`config.mk`:
```
export PLATFORM = sky130hd
export DESIGN_NAME = cobs_frame_encoder_flat
export DESIGN_NICKNAME = d
export VERILOG_FILES = /design/src/hdl/cfe_pkg.sv /design/src/hdl/cfe_ifs.sv /design/src/hdl/cobs_frame_encoder.sv /design/src/hdl/cfe_ctrl.sv /design/src/hdl/cfe_datapath.sv /design/src/flat_wrapper.sv
export SDC_FILE = /design/constraint.sdc
export NUM_CORES = 2
export LEC_CHECK = 0
export BUFFER_PORTS_ARGS = -buffer_cell sky130_fd_sc_hd__clkbuf_2
export CELL_PAD_IN_SITES_DETAIL_PLACEMENT = 1
export CELL_PAD_IN_SITES_GLOBAL_PLACEMENT = 2
export CORE_UTILIZATION = 50
export DETAILED_ROUTE_END_ITERATION = 8
export PLACE_DENSITY = 0.8
export SLEW_MARGIN = 0
export SYNTH_ARGS = -nofsm -noshare
export SYNTH_HDL_FRONTEND = slang
export SYNTH_SLANG_ARGS = --single-unit
```
`constraint.sdc`:
```
create_clock -name clk -period 13.8 [get_ports clk]
set_input_delay 0 -clock clk [delete_from_list [all_inputs] [get_ports clk]]
set_output_delay 0 -clock clk [all_outputs]
set_load 0.005 [all_outputs]
```
`src/hdl/cfe_pkg.sv`:
```
// Constants and types shared by the COBS encoder modules
`default_nettype none

package cfe_pkg;

  localparam int MAX_RUN    = 254;
  localparam int WORD_BYTES = 8;

  localparam int DATA_W = 8;
  localparam int WORD_W = 64;
  localparam int CNT_W  = 4;
  localparam int CFG_W  = 16;

  localparam int RUN_W  = $clog2(MAX_RUN + 1);
  localparam int ADDR_W = $clog2(MAX_RUN);
  localparam int LEN_W  = $clog2(MAX_RUN + 3);
  localparam int POS_W  = (WORD_BYTES > 1) ? $clog2(WORD_BYTES) : 1;

  localparam logic [CFG_W-1:0]  MAX_LEN_RESET = '1;
  localparam logic [DATA_W-1:0] EMPTY_CODE    = 8'h01;

  typedef enum logic {
    ST_IDLE,
    ST_EMIT
  } cfe_state_t;

  typedef struct packed {
    logic in_ready;
    logic start;
    logic abort;
    logic step;
    logic push;
  } cfe_cmd_t;

  typedef struct packed {
    logic flush;
    logic ovf;
    logic stream_end;
    logic word_done;
    logic out_busy;
  } cfe_status_t;

endpackage

`default_nettype wire

```
`src/hdl/cfe_ifs.sv`:
```
// Request channel interfaces: raw byte input and encoded word output
`default_nettype none

interface cfe_byte_if;
  import cfe_pkg::*;

  logic              valid;
  logic              ready;
  logic [DATA_W-1:0] data_byte;
  logic              byte_present;
  logic              frame_last;

  modport source (output valid, data_byte, byte_present, frame_last, input ready);
  modport sink   (input valid, data_byte, byte_present, frame_last, output ready);
endinterface

interface cfe_word_if;
  import cfe_pkg::*;

  logic              valid;
  logic              ready;
  logic [WORD_W-1:0] out_word;
  logic [CNT_W-1:0]  byte_count;
  logic              frame_end;
  logic              overflow;
  logic              batch_last;

  modport source (output valid, out_word, byte_count, frame_end, overflow, batch_last,
                  input ready);
  modport sink   (input valid, out_word, byte_count, frame_end, overflow, batch_last,
                  output ready);
endinterface

`default_nettype wire

```
`src/hdl/cobs_frame_encoder.sv`:
```
// Streaming COBS frame encoder, top level
//
//   channel  | dir | handshake     | carries
//   raw      | in  | valid/ready   | data_byte, byte_present, frame_last
//   coded    | out | valid/ready   | out_word, byte_count, frame_end, overflow, batch_last
//   cfg      | in  | cfg_we        | max_output_len (cfg_wdata)
//
// A request that only buffers a byte, is dropped or overflows is done once accepted.
// A request that flushes is accepted, then emits its encoded bytes one at a time
// (run length + 1, or + 2 with a closing 0x01) through the run store's single
// read port, a finished word waiting while the output register is still held.
// A new request is taken once the last word is gone or leaving that cycle.
// rst is synchronous; the run store is not cleared and needs no clearing pass.
`default_nettype none

module cobs_frame_encoder (
  input  logic                      clk,
  input  logic                      rst,
  cfe_byte_if.sink                  raw,
  cfe_word_if.source                coded,
  input  logic                      cfg_we,
  input  logic [cfe_pkg::CFG_W-1:0] cfg_wdata
);
  import cfe_pkg::*;

  cfe_cmd_t    cmd;
  cfe_status_t status;

  cfe_ctrl u_ctrl (
    .clk      (clk),
    .rst      (rst),
    .in_valid (raw.valid),
    .status   (status),
    .cmd      (cmd)
  );

  cfe_datapath u_datapath (
    .clk          (clk),
    .rst          (rst),
    .cmd          (cmd),
    .status       (status),
    .in_valid     (raw.valid),
    .data_byte    (raw.data_byte),
    .byte_present (raw.byte_present),
    .frame_last   (raw.frame_last),
    .cfg_we       (cfg_we),
    .cfg_wdata    (cfg_wdata),
    .coded        (coded)
  );

  assign raw.ready = cmd.in_ready;

endmodule

`default_nettype wire

```
`src/hdl/cfe_ctrl.sv`:
```
// Controller: accepts requests and sequences the byte-by-byte flush
`default_nettype none

module cfe_ctrl (
  input  logic                 clk,
  input  logic                 rst,
  input  logic                 in_valid,
  input  cfe_pkg::cfe_status_t status,
  output cfe_pkg::cfe_cmd_t    cmd
);
  import cfe_pkg::*;

  cfe_state_t state;
  cfe_state_t state_next;

  always_ff @(posedge clk) begin
    if (rst) begin
      state <= ST_IDLE;
    end else begin
      state <= state_next;
    end
  end

  always_comb begin
    state_next = state;
    unique case (state)
      ST_IDLE: begin
        if (cmd.start) begin
          state_next = ST_EMIT;
        end
      end
      ST_EMIT: begin
        if (cmd.step && status.stream_end) begin
          state_next = ST_IDLE;
        end
      end
      default: state_next = ST_IDLE;
    endcase
  end

  always_comb begin
    cmd = '0;
    unique case (state)
      ST_IDLE: begin
        cmd.in_ready = !status.out_busy;
        cmd.start    = in_valid && cmd.in_ready && status.flush && !status.ovf;
        cmd.abort    = in_valid && cmd.in_ready && status.flush && status.ovf;
      end
      ST_EMIT: begin
        // a finished word waits while the output register is still held
        cmd.step = !(status.word_done && status.out_busy);
        cmd.push = cmd.step && status.word_done;
      end
      default: cmd = '0;
    endcase
  end

endmodule

`default_nettype wire

```
`src/hdl/cfe_datapath.sv`:
```
// Datapath: run store, frame counters, limit check, word packing, output register
`default_nettype none

module cfe_datapath (
  input  logic                         clk,
  input  logic                         rst,
  input  cfe_pkg::cfe_cmd_t            cmd,
  output cfe_pkg::cfe_status_t         status,
  input  logic                         in_valid,
  input  logic [cfe_pkg::DATA_W-1:0]   data_byte,
  input  logic                         byte_present,
  input  logic                         frame_last,
  input  logic                         cfg_we,
  input  logic [cfe_pkg::CFG_W-1:0]    cfg_wdata,
  cfe_word_if.source                   coded
);
  import cfe_pkg::*;

  logic [DATA_W-1:0] run_store [0:MAX_RUN-1];

  logic [RUN_W-1:0]  run_length;
  logic [CFG_W-1:0]  emitted_count;
  logic              dropping;
  logic [CFG_W-1:0]  max_len;

  logic              accept;
  logic              nonzero;
  logic              run_full;
  logic              extra;
  logic [RUN_W-1:0]  item_run;
  logic [LEN_W-1:0]  item_n_m1;
  logic [CFG_W:0]    total;

  logic [RUN_W-1:0]  code_len;
  logic [LEN_W-1:0]  n_m1;
  logic              last_q;
  logic [LEN_W-1:0]  j;
  logic [LEN_W-1:0]  j_next;
  logic [ADDR_W-1:0] rd_addr;
  logic [DATA_W-1:0] rd_data;
  logic [DATA_W-1:0] cur_byte;

  logic [WORD_W-1:0] word_acc;
  logic [WORD_W-1:0] word_new;
  logic [POS_W-1:0]  pos;

  logic              out_valid;
  logic [WORD_W-1:0] out_word;
  logic [CNT_W-1:0]  out_count;
  logic              out_end;
  logic              out_ovf;
  logic              out_blast;

  assign accept = in_valid && cmd.in_ready;

  // item decode: run after this byte, and the stream length it flushes
  always_comb begin
    nonzero  = byte_present && (data_byte != '0);
    item_run = nonzero ? run_length + RUN_W'(1) : run_length;
    run_full = nonzero && (item_run == RUN_W'(MAX_RUN));
    extra    = frame_last && byte_present && (!nonzero || run_full);
    item_n_m1 = LEN_W'(item_run) + LEN_W'(extra);
    total    = {1'b0, emitted_count} + (CFG_W+1)'(item_n_m1) + (CFG_W+1)'(1);
  end

  always_comb begin
    status.flush      = !dropping && ((byte_present && !nonzero) || run_full || frame_last);
    status.ovf        = total > {1'b0, max_len};
    status.stream_end = (j == n_m1);
    status.word_done  = status.stream_end || (pos == POS_W'(WORD_BYTES - 1));
    status.out_busy   = out_valid && !coded.ready;
  end

  always_ff @(posedge clk) begin
    if (rst) begin
      max_len <= MAX_LEN_RESET;
    end else if (cfg_we) begin
      max_len <= cfg_wdata;
    end
  end

  always_ff @(posedge clk) begin
    if (rst) begin
      run_length    <= '0;
      emitted_count <= '0;
      dropping      <= 1'b0;
    end else if (accept) begin
      if (dropping) begin
        if (frame_last) begin
          dropping <= 1'b0;
        end
      end else if (cmd.abort) begin
        run_length    <= '0;
        emitted_count <= '0;
        dropping      <= !frame_last;
      end else if (cmd.start) begin
        run_length    <= '0;
        emitted_count <= frame_last ? '0 : CFG_W'(total);
      end else begin
        run_length <= item_run;
      end
    end
  end

  always_ff @(posedge clk) begin
    if (cmd.start) begin
      code_len <= item_run;
      n_m1     <= item_n_m1;
      last_q   <= frame_last;
    end
  end

  always_ff @(posedge clk) begin
    if (accept && !dropping && nonzero) begin
      run_store[run_length[ADDR_W-1:0]] <= data_byte;
    end
  end

  // read one ahead so that byte j sees run_store[j-1]; stalls hold the address
  always_comb begin
    if (cmd.start) begin
      j_next = '0;
    end else if (cmd.step) begin
      j_next = j + LEN_W'(1);
    end else begin
      j_next = j;
    end
    rd_addr = ADDR_W'(j_next - LEN_W'(1));
  end

  always_ff @(posedge clk) begin
    j <= j_next;
    if ({1'b0, rd_addr} < (ADDR_W+1)'(MAX_RUN)) begin
      rd_data <= run_store[rd_addr];
    end
  end

  always_comb begin
    priority if (j == '0) begin
      cur_byte = DATA_W'(code_len + RUN_W'(1));
    end else if (j <= LEN_W'(code_len)) begin
      cur_byte = rd_data;
    end else begin
      cur_byte = EMPTY_CODE;
    end
  end

  always_comb begin
    word_new = word_acc;
    for (int b = 0; b < WORD_BYTES; b++) begin
      if (pos == POS_W'(b)) begin
        word_new[DATA_W*b +: DATA_W] = cur_byte;
      end
    end
  end

  always_ff @(posedge clk) begin
    if (cmd.start || cmd.push) begin
      word_acc <= '0;
      pos      <= '0;
    end else if (cmd.step) begin
      word_acc <= word_new;
      pos      <= pos + POS_W'(1);
    end
  end

  always_ff @(posedge clk) begin
    if (rst) begin
      out_valid <= 1'b0;
    end else if (cmd.push || cmd.abort) begin
      out_valid <= 1'b1;
    end else if (coded.ready) begin
      out_valid <= 1'b0;
    end
  end

  always_ff @(posedge clk) begin
    if (cmd.push) begin
      out_word  <= word_new;
      out_count <= CNT_W'(pos) + CNT_W'(1);
      out_end   <= status.stream_end && last_q;
      out_ovf   <= 1'b0;
      out_blast <= status.stream_end;
    end else if (cmd.abort) begin
      out_word  <= '0;
      out_count <= '0;
      out_end   <= 1'b1;
      out_ovf   <= 1'b1;
      out_blast <= 1'b1;
    end
  end

  assign coded.valid      = out_valid;
  assign coded.out_word   = out_word;
  assign coded.byte_count = out_count;
  assign coded.frame_end  = out_end;
  assign coded.overflow   = out_ovf;
  assign coded.batch_last = out_blast;

endmodule

`default_nettype wire

```
`src/flat_wrapper.sv`:
```
// flat-port wrapper written by rule: the top's interface ports become plain ports
module cobs_frame_encoder_flat import cfe_pkg::*;
  (clk, rst, cfg_we, cfg_wdata, raw_valid, raw_data_byte, raw_byte_present, raw_frame_last, raw_ready, coded_valid, coded_out_word, coded_byte_count, coded_frame_end, coded_overflow, coded_batch_last, coded_ready);
  cfe_byte_if raw_i ();
  cfe_word_if coded_i ();
  input  logic clk;
  input  logic rst;
  input  logic cfg_we;
  input  logic [cfe_pkg::CFG_W-1:0] cfg_wdata;
  input wire logic [$bits(raw_i.valid)-1:0] raw_valid;
  input wire logic [$bits(raw_i.data_byte)-1:0] raw_data_byte;
  input wire logic [$bits(raw_i.byte_present)-1:0] raw_byte_present;
  input wire logic [$bits(raw_i.frame_last)-1:0] raw_frame_last;
  output wire logic [$bits(raw_i.ready)-1:0] raw_ready;
  output wire logic [$bits(coded_i.valid)-1:0] coded_valid;
  output wire logic [$bits(coded_i.out_word)-1:0] coded_out_word;
  output wire logic [$bits(coded_i.byte_count)-1:0] coded_byte_count;
  output wire logic [$bits(coded_i.frame_end)-1:0] coded_frame_end;
  output wire logic [$bits(coded_i.overflow)-1:0] coded_overflow;
  output wire logic [$bits(coded_i.batch_last)-1:0] coded_batch_last;
  input wire logic [$bits(coded_i.ready)-1:0] coded_ready;
  assign raw_i.valid = raw_valid;
  assign raw_i.data_byte = raw_data_byte;
  assign raw_i.byte_present = raw_byte_present;
  assign raw_i.frame_last = raw_frame_last;
  assign raw_ready = raw_i.ready;
  assign coded_valid = coded_i.valid;
  assign coded_out_word = coded_i.out_word;
  assign coded_byte_count = coded_i.byte_count;
  assign coded_frame_end = coded_i.frame_end;
  assign coded_overflow = coded_i.overflow;
  assign coded_batch_last = coded_i.batch_last;
  assign coded_i.ready = coded_ready;
  cobs_frame_encoder u_core (.clk(clk), .rst(rst), .raw(raw_i), .coded(coded_i), .cfg_we(cfg_we), .cfg_wdata(cfg_wdata));
endmodule
```
# Word level (Yosys, flattened, before mapping)
# Memories as Yosys holds them, arrays and structs flattened. A register that Yosys moved wholly into a read port is not among the register bits.
# Index checks and enable logic that the tools add are counted.
# W data, S select, Z words.
[classes] bitwise=2 addsub=9 n_reduce_logical=39 n_lt_le_gt_ge=3 n_mux=37 n_eq_ne=9
[op_table] op="$mux W64" count=2
[op_table] op="$mux W8" count=13
[op_table] op="$mux W16" count=3
[op_table] op="$logic_and A1 B1 Y1" count=18
[op_table] op="$mux W9" count=2
[op_table] op="$add A16 B9 Y17" count=1
[op_table] op="$add A17 B1 Y17 const B" count=1
[op_table] op="$gt A17 B16 Y1" count=1
[op_table] op="$add A8 B1 Y8 const B" count=2
[op_table] op="$eq A3 B3 Y1 const B" count=4
[op_table] op="$mux W1" count=12
[op_table] op="$add A8 B1 Y9" count=1
[op_table] op="$add A9 B1 Y9 const B" count=1
[op_table] op="$eq A9 B9 Y1" count=1
[op_table] op="$le A9 B8 Y1" count=1
[op_table] op="$logic_not A9 Y1" count=1
[op_table] op="$eq A8 B8 Y1 const B" count=1
[op_table] op="$lt A8 B8 Y1 const B" count=1
[op_table] op="$mux W4" count=2
[op_table] op="$reduce_bool A8 Y1" count=1
[op_table] op="$sub A8 B1 Y8 const B" count=1
[op_table] op="$logic_not A1 Y1" count=7
[op_table] op="$eq A3 B2 Y1 const B" count=2
[op_table] op="$logic_or A1 B1 Y1" count=6
[op_table] op="other kinds (11)" count=14
[totals] reg_bits=208 output_inout_bits=73 mem_count=1 input_bits=31 ramBits=2032 wordCells=117
[memory_table] memory="u_core.u_datapath.run_store" depth=254 word_bits=8 rd=1 rd_clocked_by_memory_dff=1 write_ports=1 line_no="cfe_datapath.sv:19" source="logic [DATA_W-1:0] run_store [0:MAX_RUN-1];"

# Logic depth before layout (Yosys ltp)
[depth] ltp_word=19 depth_mapped=48 depth_no_buf=43

# Modules after synthesis
# Synthesis repeated with hierarchy kept, for this count alone.
[hier_totals] hier_cells=4795 area_unflattened_um2=89696.0
[modules_own_cells] module="cfe_datapath" seq_area_each_um2=66283.6 instances=1 area_each_um2=89587.2 cells_each=4783
[modules_own_cells] module="cfe_ctrl" seq_area_each_um2=20.0 instances=1 area_each_um2=108.9 cells_each=12

# Worst setup path before layout
# No wires, ideal clock.
[synth_timing] path_kind="reg-to-reg" startpoint="register u_core.u_datapath.run_length[0]" endpoint="register u_core.u_datapath.rd_data[0] (read register of u_core.u_datapath.run_store) (data pin)" path_buffers=6 required_time_ns=13.541 setup_slack_ns=4.302 arrival_time_ns=9.239 period_less_slack_ns=9.498 path_stages_with_launch=42 setup_time_ns=0.259 path_cell_list="dfxtp_1 -> ha_1 -> buf_2 -> nand2_1 -> a211oi_2 -> xor2_2 -> nand3_4 -> nor3_1 -> o211a_1 -> ha_1 -> ha_1 -> ha_1 -> nor2b_1 -> o21ai_0 -> nand2b_1 -> a21o_1 -> a21o_1 -> a21o_1 -> (+6 left out) -> a41oi_1 -> o21ai_0 -> a32oi_1 -> nand2_1 -> a211oi_2 -> nand2_1 -> inv_1 -> clkbuf_1 -> or2_2 -> ha_1 -> clkbuf_1 -> clkbuf_1 -> clkbuf_1 -> clkbuf_1 -> mux4_2 -> o311ai_0 -> o311ai_1 -> o31a_1"
[synth_lines] element="start, declared" line_no="cfe_datapath.sv:21" source="logic [RUN_W-1:0] run_length;"
[synth_lines] element="start signal, assigned" line_no="cfe_datapath.sv:100" source="run_length <= item_run;"
[synth_lines] element="end, declared" line_no="cfe_datapath.sv:40" source="logic [DATA_W-1:0] rd_data;"

# Worst setup path after layout
[layout_timing] startpoint="register u_core.u_datapath.run_length[0]" endpoint="register u_core.u_datapath.rd_data[2] (read register of u_core.u_datapath.run_store) (data pin)"
[layout_via] elab_chain_cells=16 elab_cells_between_ends=20 cone_classes="add/sub (5); order compare (2); eq/ne (1); mux (3); reduce/logical (9)"
[layout_lines] element="$add A8 B1 Y8 (*)" line_no="cfe_datapath.sv:59" source="item_run = nonzero ? run_length + RUN_W'(1) : run_length;"
[layout_lines] element="$mux W8 (*)" line_no="cfe_datapath.sv:59"
[layout_lines] element="named net u_core.u_datapath.item_run[4]" line_no="cfe_datapath.sv:30" source="logic [RUN_W-1:0] item_run;"
[layout_lines] element="$eq A8 B8 Y1 (*)" line_no="cfe_datapath.sv:60" source="run_full = nonzero && (item_run == RUN_W'(MAX_RUN));"
[layout_lines] element="$logic_and A1 B1 Y1 (*)" line_no="cfe_datapath.sv:60"
[layout_lines] element="$logic_or A1 B1 Y1 (*)" line_no="cfe_datapath.sv:61" source="extra = frame_last && byte_present && (!nonzero || run_full);"
[layout_lines] element="$logic_and A1 B1 Y1 (*)" line_no="cfe_datapath.sv:61"
[layout_lines] element="$add A8 B1 Y9 (*)" line_no="cfe_datapath.sv:62" source="item_n_m1 = LEN_W'(item_run) + LEN_W'(extra);"
[layout_lines] element="named net u_core.u_datapath.item_n_m1[1]" line_no="cfe_datapath.sv:31" source="logic [LEN_W-1:0] item_n_m1;"
[layout_lines] element="(+1 left out)"
[layout_lines] element="$add A17 B1 Y17 (*)" line_no="cfe_datapath.sv:63" source="total = {1'b0, emitted_count} + (CFG_W+1)'(item_n_m1) + (CFG_W+1)'(1);"
[layout_lines] element="$gt A17 B16 Y1 (*)" line_no="cfe_datapath.sv:68" source="status.ovf = total > {1'b0, max_len};"
[layout_lines] element="$logic_not A1 Y1 (*)" line_no="cfe_ctrl.sv:46" source="cmd.start = in_valid && cmd.in_ready && status.flush && !status.ovf;"
[layout_lines] element="$logic_and A1 B1 Y1 (*)" line_no="cfe_ctrl.sv:46"
[layout_lines] element="$mux W3 (*)" line_no="cfe_ctrl.sv:43" source="unique case (state)"
[layout_lines] element="$mux W9 (*)" line_no="cfe_datapath.sv:121" source="if (cmd.start) begin"
[layout_lines] element="$sub A8 B1 Y8 (*)" line_no="cfe_datapath.sv:128" source="rd_addr = ADDR_W'(j_next - LEN_W'(1));"
[layout_lines] element="$lt A8 B8 Y1" line_no="cfe_datapath.sv:133" source="if ({1'b0, rd_addr} < (ADDR_W+1)'(MAX_RUN)) begin"
# Mark *: on every way through the listed nets, which the timed path passes. The rest lies on a longest branch.
# A chain may end at the register's enable or synchronous reset.

==> parameters.txt <==
Parameter                              Value

Synthesis
  Post-synth cell types ... 88
  Yosys reg bits ... 2248
  Cell area after synthesis ... 89430 µm²
  Number of enable-type register cells in the synthesized netlist ... 2128
  Synthesized instance count ... 4932
  Sequential area share after synthesis ... 74.14%
  Post-synthesis cell type with the largest combined area ... sky130_fd_sc_hd__edfxtp_1
  Async set or reset register ratio after synthesis ... 0%
  Most used flip-flop cell after synthesis ... sky130_fd_sc_hd__edfxtp_1
  Dominant cells by area after synthesis ... sky130_fd_sc_hd__edfxtp_1 71%, sky130_fd_sc_hd__mux4_2 12%, sky130_fd_sc_hd__dfxtp_1 2.7%, sky130_fd_sc_hd__nor2_1 2.1%, sky130_fd_sc_hd__nand2_1 1.4%
  Post-Synthesis Net Count ... 5016
  Mean post-synth cell area ... 18.13 µm²
  Share of the synthesized area in the top cell type ... 71.45%
  Count of warnings emitted by yosys ... 0

Clocking
  Total number of clock tree sinks ... 2248
  Max Buffers Root-to-Sink ... 3
  Total CTS buffers ... 221
  TritonCTS clock tree ... done
  Clock-pin slew reported for the worst setup and hold paths after clock tree synthesis ... 0.06 ns
  CTS root buf ... sky130_fd_sc_hd__clkbuf_16
  Clk Latency, worst-skew pair ... 0.88 ns
  Number of H-tree levels ... 4

Pwr
  LEAKAGE ... 31.86 nW
  Total power consumption of the routed design ... 19.23 mW
  Worst ir drop on vdd ... 0.0001524 V
  Power per unit of standard cell area ... 190.9 nW/µm²

Critical path
  Endpoint arrival time on the critical path ... 12.84 ns
  Type of the worst setup path ... flop to flop
  Number of cells traversed by the worst register-to-register path ... 38
  Worst setup SP type ... flop
  CP max-delay cell ... sky130_fd_sc_hd__o21ai_0
  Req. time, crit path ... 14.55 ns
  Worst reg-to-reg setup slack ... 1.71 ns
  Crit Path Max Fanout ... 104
  Cell occurring most often along the worst timing path ... sky130_fd_sc_hd__a21o_1
  Kind of capture point of the worst setup path ... flop
  Delay contributed by the slowest stage of the critical path ... 0.92 ns

Hold path
  Depth of the worst hold-timing path ... 1
  Hold WC Path Type ... input port to flop

Finish
  Share of layout cells above drive strength 1 ... 20.07%
  Final core occ ... 56.94%
  NumNets Final ... 5242
  Area Growth Syn to Fin ... 12.62%

Timing
  Measured slew at the worst slew-check pin ... 1.446 ns
  Rel. slew slack ... 2.405%
  Count of pins over their slew limit ... 0
  Final sum of negative setup slack ... 0 ns
  Final Hold Fails ... 0
  Final setup fails ... 0
  Time the worst path needs with I/O delays and setup ... 12.09 ns
  Final worst-path cycle share ... 87.62%
  Unrepaired setup endpoints after global routing ... no
  Setup clock skew after layout ... 0.04439 ns
  Fmax ... 82.70 MHz

Flow run
  Number of max-cap violations ... 1

GRT
  Vias in the first global route ... 50780
  All-layer global routing usage ... 29.06%
  Overflow after GRT ... 0
  Number of antenna violations at the first check in global routing ... 9
  Largest net degree at the start of global routing ... 152
  Wire length of the first global-routing pass ... 372800 µm

Drt
  Residual antenna-violating net count after detailed routing ... 0
  Total Routed Length ... 260700 µm
  Vias ... 49530
  Detailed Routing Iterations Pass 1 ... 5
  Mean number of vias per cell ... 6.442
  Average wire per standard cell ... 33.91 µm
  Detailed-route DRC error count ... 0
  Number of DRC markers after the initial detailed-route iteration ... 6280

Floorplan
  I/O Pins ... 104
  Row Count ... 154
  DIE HEIGHT ... 424.9 µm
  Starting Density ... 50.56%
  Core ar. ... 176900 µm²
  Area of the die ... 180600 µm²
  Die X-Extent ... 424.9 µm

Place
  DP Wirelength ... 161500 µm
  Final weighted congestion of routability-driven global placement ... 0.8615
  Count of buffers from port buffering ... 103

Status
  Outcome ... finished, violations left
  Violated checks ... capacitance limit
-- layer usage --
metal | track usage (%) | up-vias | routed length, µm
met2 | 46.14 | 2574 | 124000
met1 | 39.74 | 26210 | 102400
met5 | 0 | - | 34
met3 | 6.899 | 442 | 25100
li1 | - | 20290 | -
met4 | 9.730 | 6 | 9135
-- path summary, 6_finish.rpt --
path | startpoint | endpoint
worst max-delay path | u_core.u_datapath.run_length[0]$_SDFFE_PP0P_ | u_core.u_datapath.rd_data[2]$_DFFE_PN_
worst min-delay path | raw_data_byte[6] | u_core.u_datapath.run_store[115][6]$_DFFE_PP_
worst max register to register | u_core.u_datapath.run_length[0]$_SDFFE_PP0P_ | u_core.u_datapath.rd_data[2]$_DFFE_PN_
worst min register to register | u_core.u_datapath.emitted_count[0]$_SDFFE_PP0P_ | u_core.u_datapath.emitted_count[0]$_SDFFE_PP0P_
-- layout make-up --
cell class,count,area (µm²)
Fill cell,15530,76170
Timing Repair Buffer,300,2390
Clock inverter,158,1480
Clock buffer,252,5731
Tap cell,2340,2928
Multi-Input combinational cell,2339,21700
Inverter,48,180.2
Antenna cell,3,7.507
Sequential cell,2248,66300
-- power by group --
part	internal (mW)	switching [mW]	leakage (nW)
combinational	1.91	3.67	8.07
clock	3.45	2.61	3.53
sequential	7.53	0.0702	20.3
-- through the flow --
stage	cells	instance area, µm²	hold WS, ns	worst slack (ns)
global placement	7195	92700	0.2179	1.724
global route	7685	100700	0.04635	0.8872
finish	7688	100700	0.003736	1.708
floorplan	4932	89430	0.09887	4.302
CTS	7685	100700	0.0004040	1.662
detailed placement	7195	92700	0.2327	1.520
-- worst max-delay path: cells and delay by family, from the launching register on --
kind / cells / cell delay (ns)
compound gates: 16 / 4.46
xor+xnor: 2 / 0.46
fa+ha+maj: 5 / 1.66
buf+inv: 4 / 2.48
flops: 1 / 0.51
mux: 3 / 1.17
simple gates: 8 / 0.94
-- cells in the mapped netlist, types with 11 or more instances --
master and count:
sky130_fd_sc_hd__a211oi_1 141, sky130_fd_sc_hd__a21oi_1 56, sky130_fd_sc_hd__a22o_1 11, sky130_fd_sc_hd__a22oi_1 22, sky130_fd_sc_hd__a311oi_1 16, sky130_fd_sc_hd__a31oi_1 40
sky130_fd_sc_hd__a32oi_1 18, sky130_fd_sc_hd__and2_1 20, sky130_fd_sc_hd__and3_1 24, sky130_fd_sc_hd__buf_1 23, sky130_fd_sc_hd__buf_2 44, sky130_fd_sc_hd__buf_4 43
sky130_fd_sc_hd__buf_6 11, sky130_fd_sc_hd__clkbuf_1 176, sky130_fd_sc_hd__dfxtp_1 120, sky130_fd_sc_hd__edfxtp_1 2128, sky130_fd_sc_hd__ha_1 52, sky130_fd_sc_hd__inv_1 45
sky130_fd_sc_hd__mux2i_1 66, sky130_fd_sc_hd__mux4_2 480, sky130_fd_sc_hd__nand2_1 338, sky130_fd_sc_hd__nand3_1 110, sky130_fd_sc_hd__nand4_1 31, sky130_fd_sc_hd__nor2_1 502
sky130_fd_sc_hd__nor2b_1 28, sky130_fd_sc_hd__nor3_1 24, sky130_fd_sc_hd__o211ai_1 17, sky130_fd_sc_hd__o21ai_0 49, sky130_fd_sc_hd__o22ai_1 70, sky130_fd_sc_hd__xnor2_1 24
sky130_fd_sc_hd__xor2_1 34
-- logic make-up (layout without fill, tap and decap cells) --
logic type / count (synthesis) / after routing / synth area share (%)
flops: 2248 / 2248 / 74.14
fa+ha+maj: 53 / 53 / 0.7499
compound gates: 550 / 550 / 4.399
xor+xnor: 61 / 61 / 0.6226
simple gates: 1126 / 1126 / 5.441
mux: 549 / 549 / 12.87
other cells: 0 / 3 / 0
buf+inv: 345 / 758 / 1.782
-- cells in the final DEF, fill, tap and decap left out, types with 10 or more instances in the layout --
| master | instances |
|---|---|
| sky130_fd_sc_hd__o21ai_0 | 47 |
| sky130_fd_sc_hd__mux2i_1 | 66 |
| sky130_fd_sc_hd__buf_4 | 107 |
| sky130_fd_sc_hd__xor2_1 | 34 |
| sky130_fd_sc_hd__a211oi_1 | 141 |
| sky130_fd_sc_hd__a22o_1 | 11 |
| sky130_fd_sc_hd__o211ai_1 | 17 |
| sky130_fd_sc_hd__clkbuf_2 | 95 |
| sky130_fd_sc_hd__a32oi_1 | 18 |
| sky130_fd_sc_hd__nand3_1 | 107 |
| sky130_fd_sc_hd__a31oi_1 | 40 |
| sky130_fd_sc_hd__clkinv_2 | 50 |
| sky130_fd_sc_hd__a311oi_1 | 16 |
| sky130_fd_sc_hd__nor3_1 | 24 |
| sky130_fd_sc_hd__o22ai_1 | 69 |
| sky130_fd_sc_hd__nand4_1 | 31 |
| sky130_fd_sc_hd__bufinv_16 | 26 |
| sky130_fd_sc_hd__ha_1 | 51 |
| sky130_fd_sc_hd__dlygate4sd3_1 | 80 |
| sky130_fd_sc_hd__and2_1 | 20 |
| sky130_fd_sc_hd__a221oi_1 | 10 |
| sky130_fd_sc_hd__clkbuf_1 | 26 |
| sky130_fd_sc_hd__and3_1 | 24 |
| sky130_fd_sc_hd__buf_12 | 10 |
| sky130_fd_sc_hd__a21oi_1 | 56 |
| sky130_fd_sc_hd__clkbuf_16 | 224 |
| sky130_fd_sc_hd__a22oi_1 | 22 |
| sky130_fd_sc_hd__nor2_1 | 500 |
| sky130_fd_sc_hd__clkbuf_8 | 10 |
| sky130_fd_sc_hd__dfxtp_1 | 120 |
| sky130_fd_sc_hd__xnor2_1 | 23 |
| sky130_fd_sc_hd__nand2_1 | 332 |
| sky130_fd_sc_hd__clkinv_1 | 59 |
| sky130_fd_sc_hd__mux4_2 | 480 |
| sky130_fd_sc_hd__clkinvlp_4 | 10 |
| sky130_fd_sc_hd__edfxtp_1 | 2128 |
| sky130_fd_sc_hd__nor2b_1 | 28 |
| sky130_fd_sc_hd__inv_1 | 45 |
-- state kept, by name (all words and copies together), names as in the netlist, 3 cells and up --
name,count
u_core.u_datapath.n_m1,9
u_core.u_datapath.j,9
u_core.u_datapath.coded.byte_count,4
u_core.u_datapath.code_len,8
u_core.u_datapath.pos,3
u_core.u_datapath.word_acc,64
u_core.u_datapath.coded.out_word,64
u_core.u_datapath.emitted_count,16
u_core.u_datapath.run_length,8
u_core.u_datapath.max_len,16
u_core.u_datapath.rd_data,8
u_core.u_datapath.run_store,2032
-- timing repair --
item,4_1_cts,5_1_grt
hold buffers,80,0
setup buffers,0,0
endpoints found under the hold margin,528,0
resized for setup,0,0
Power figures use the tool's default switching activity.
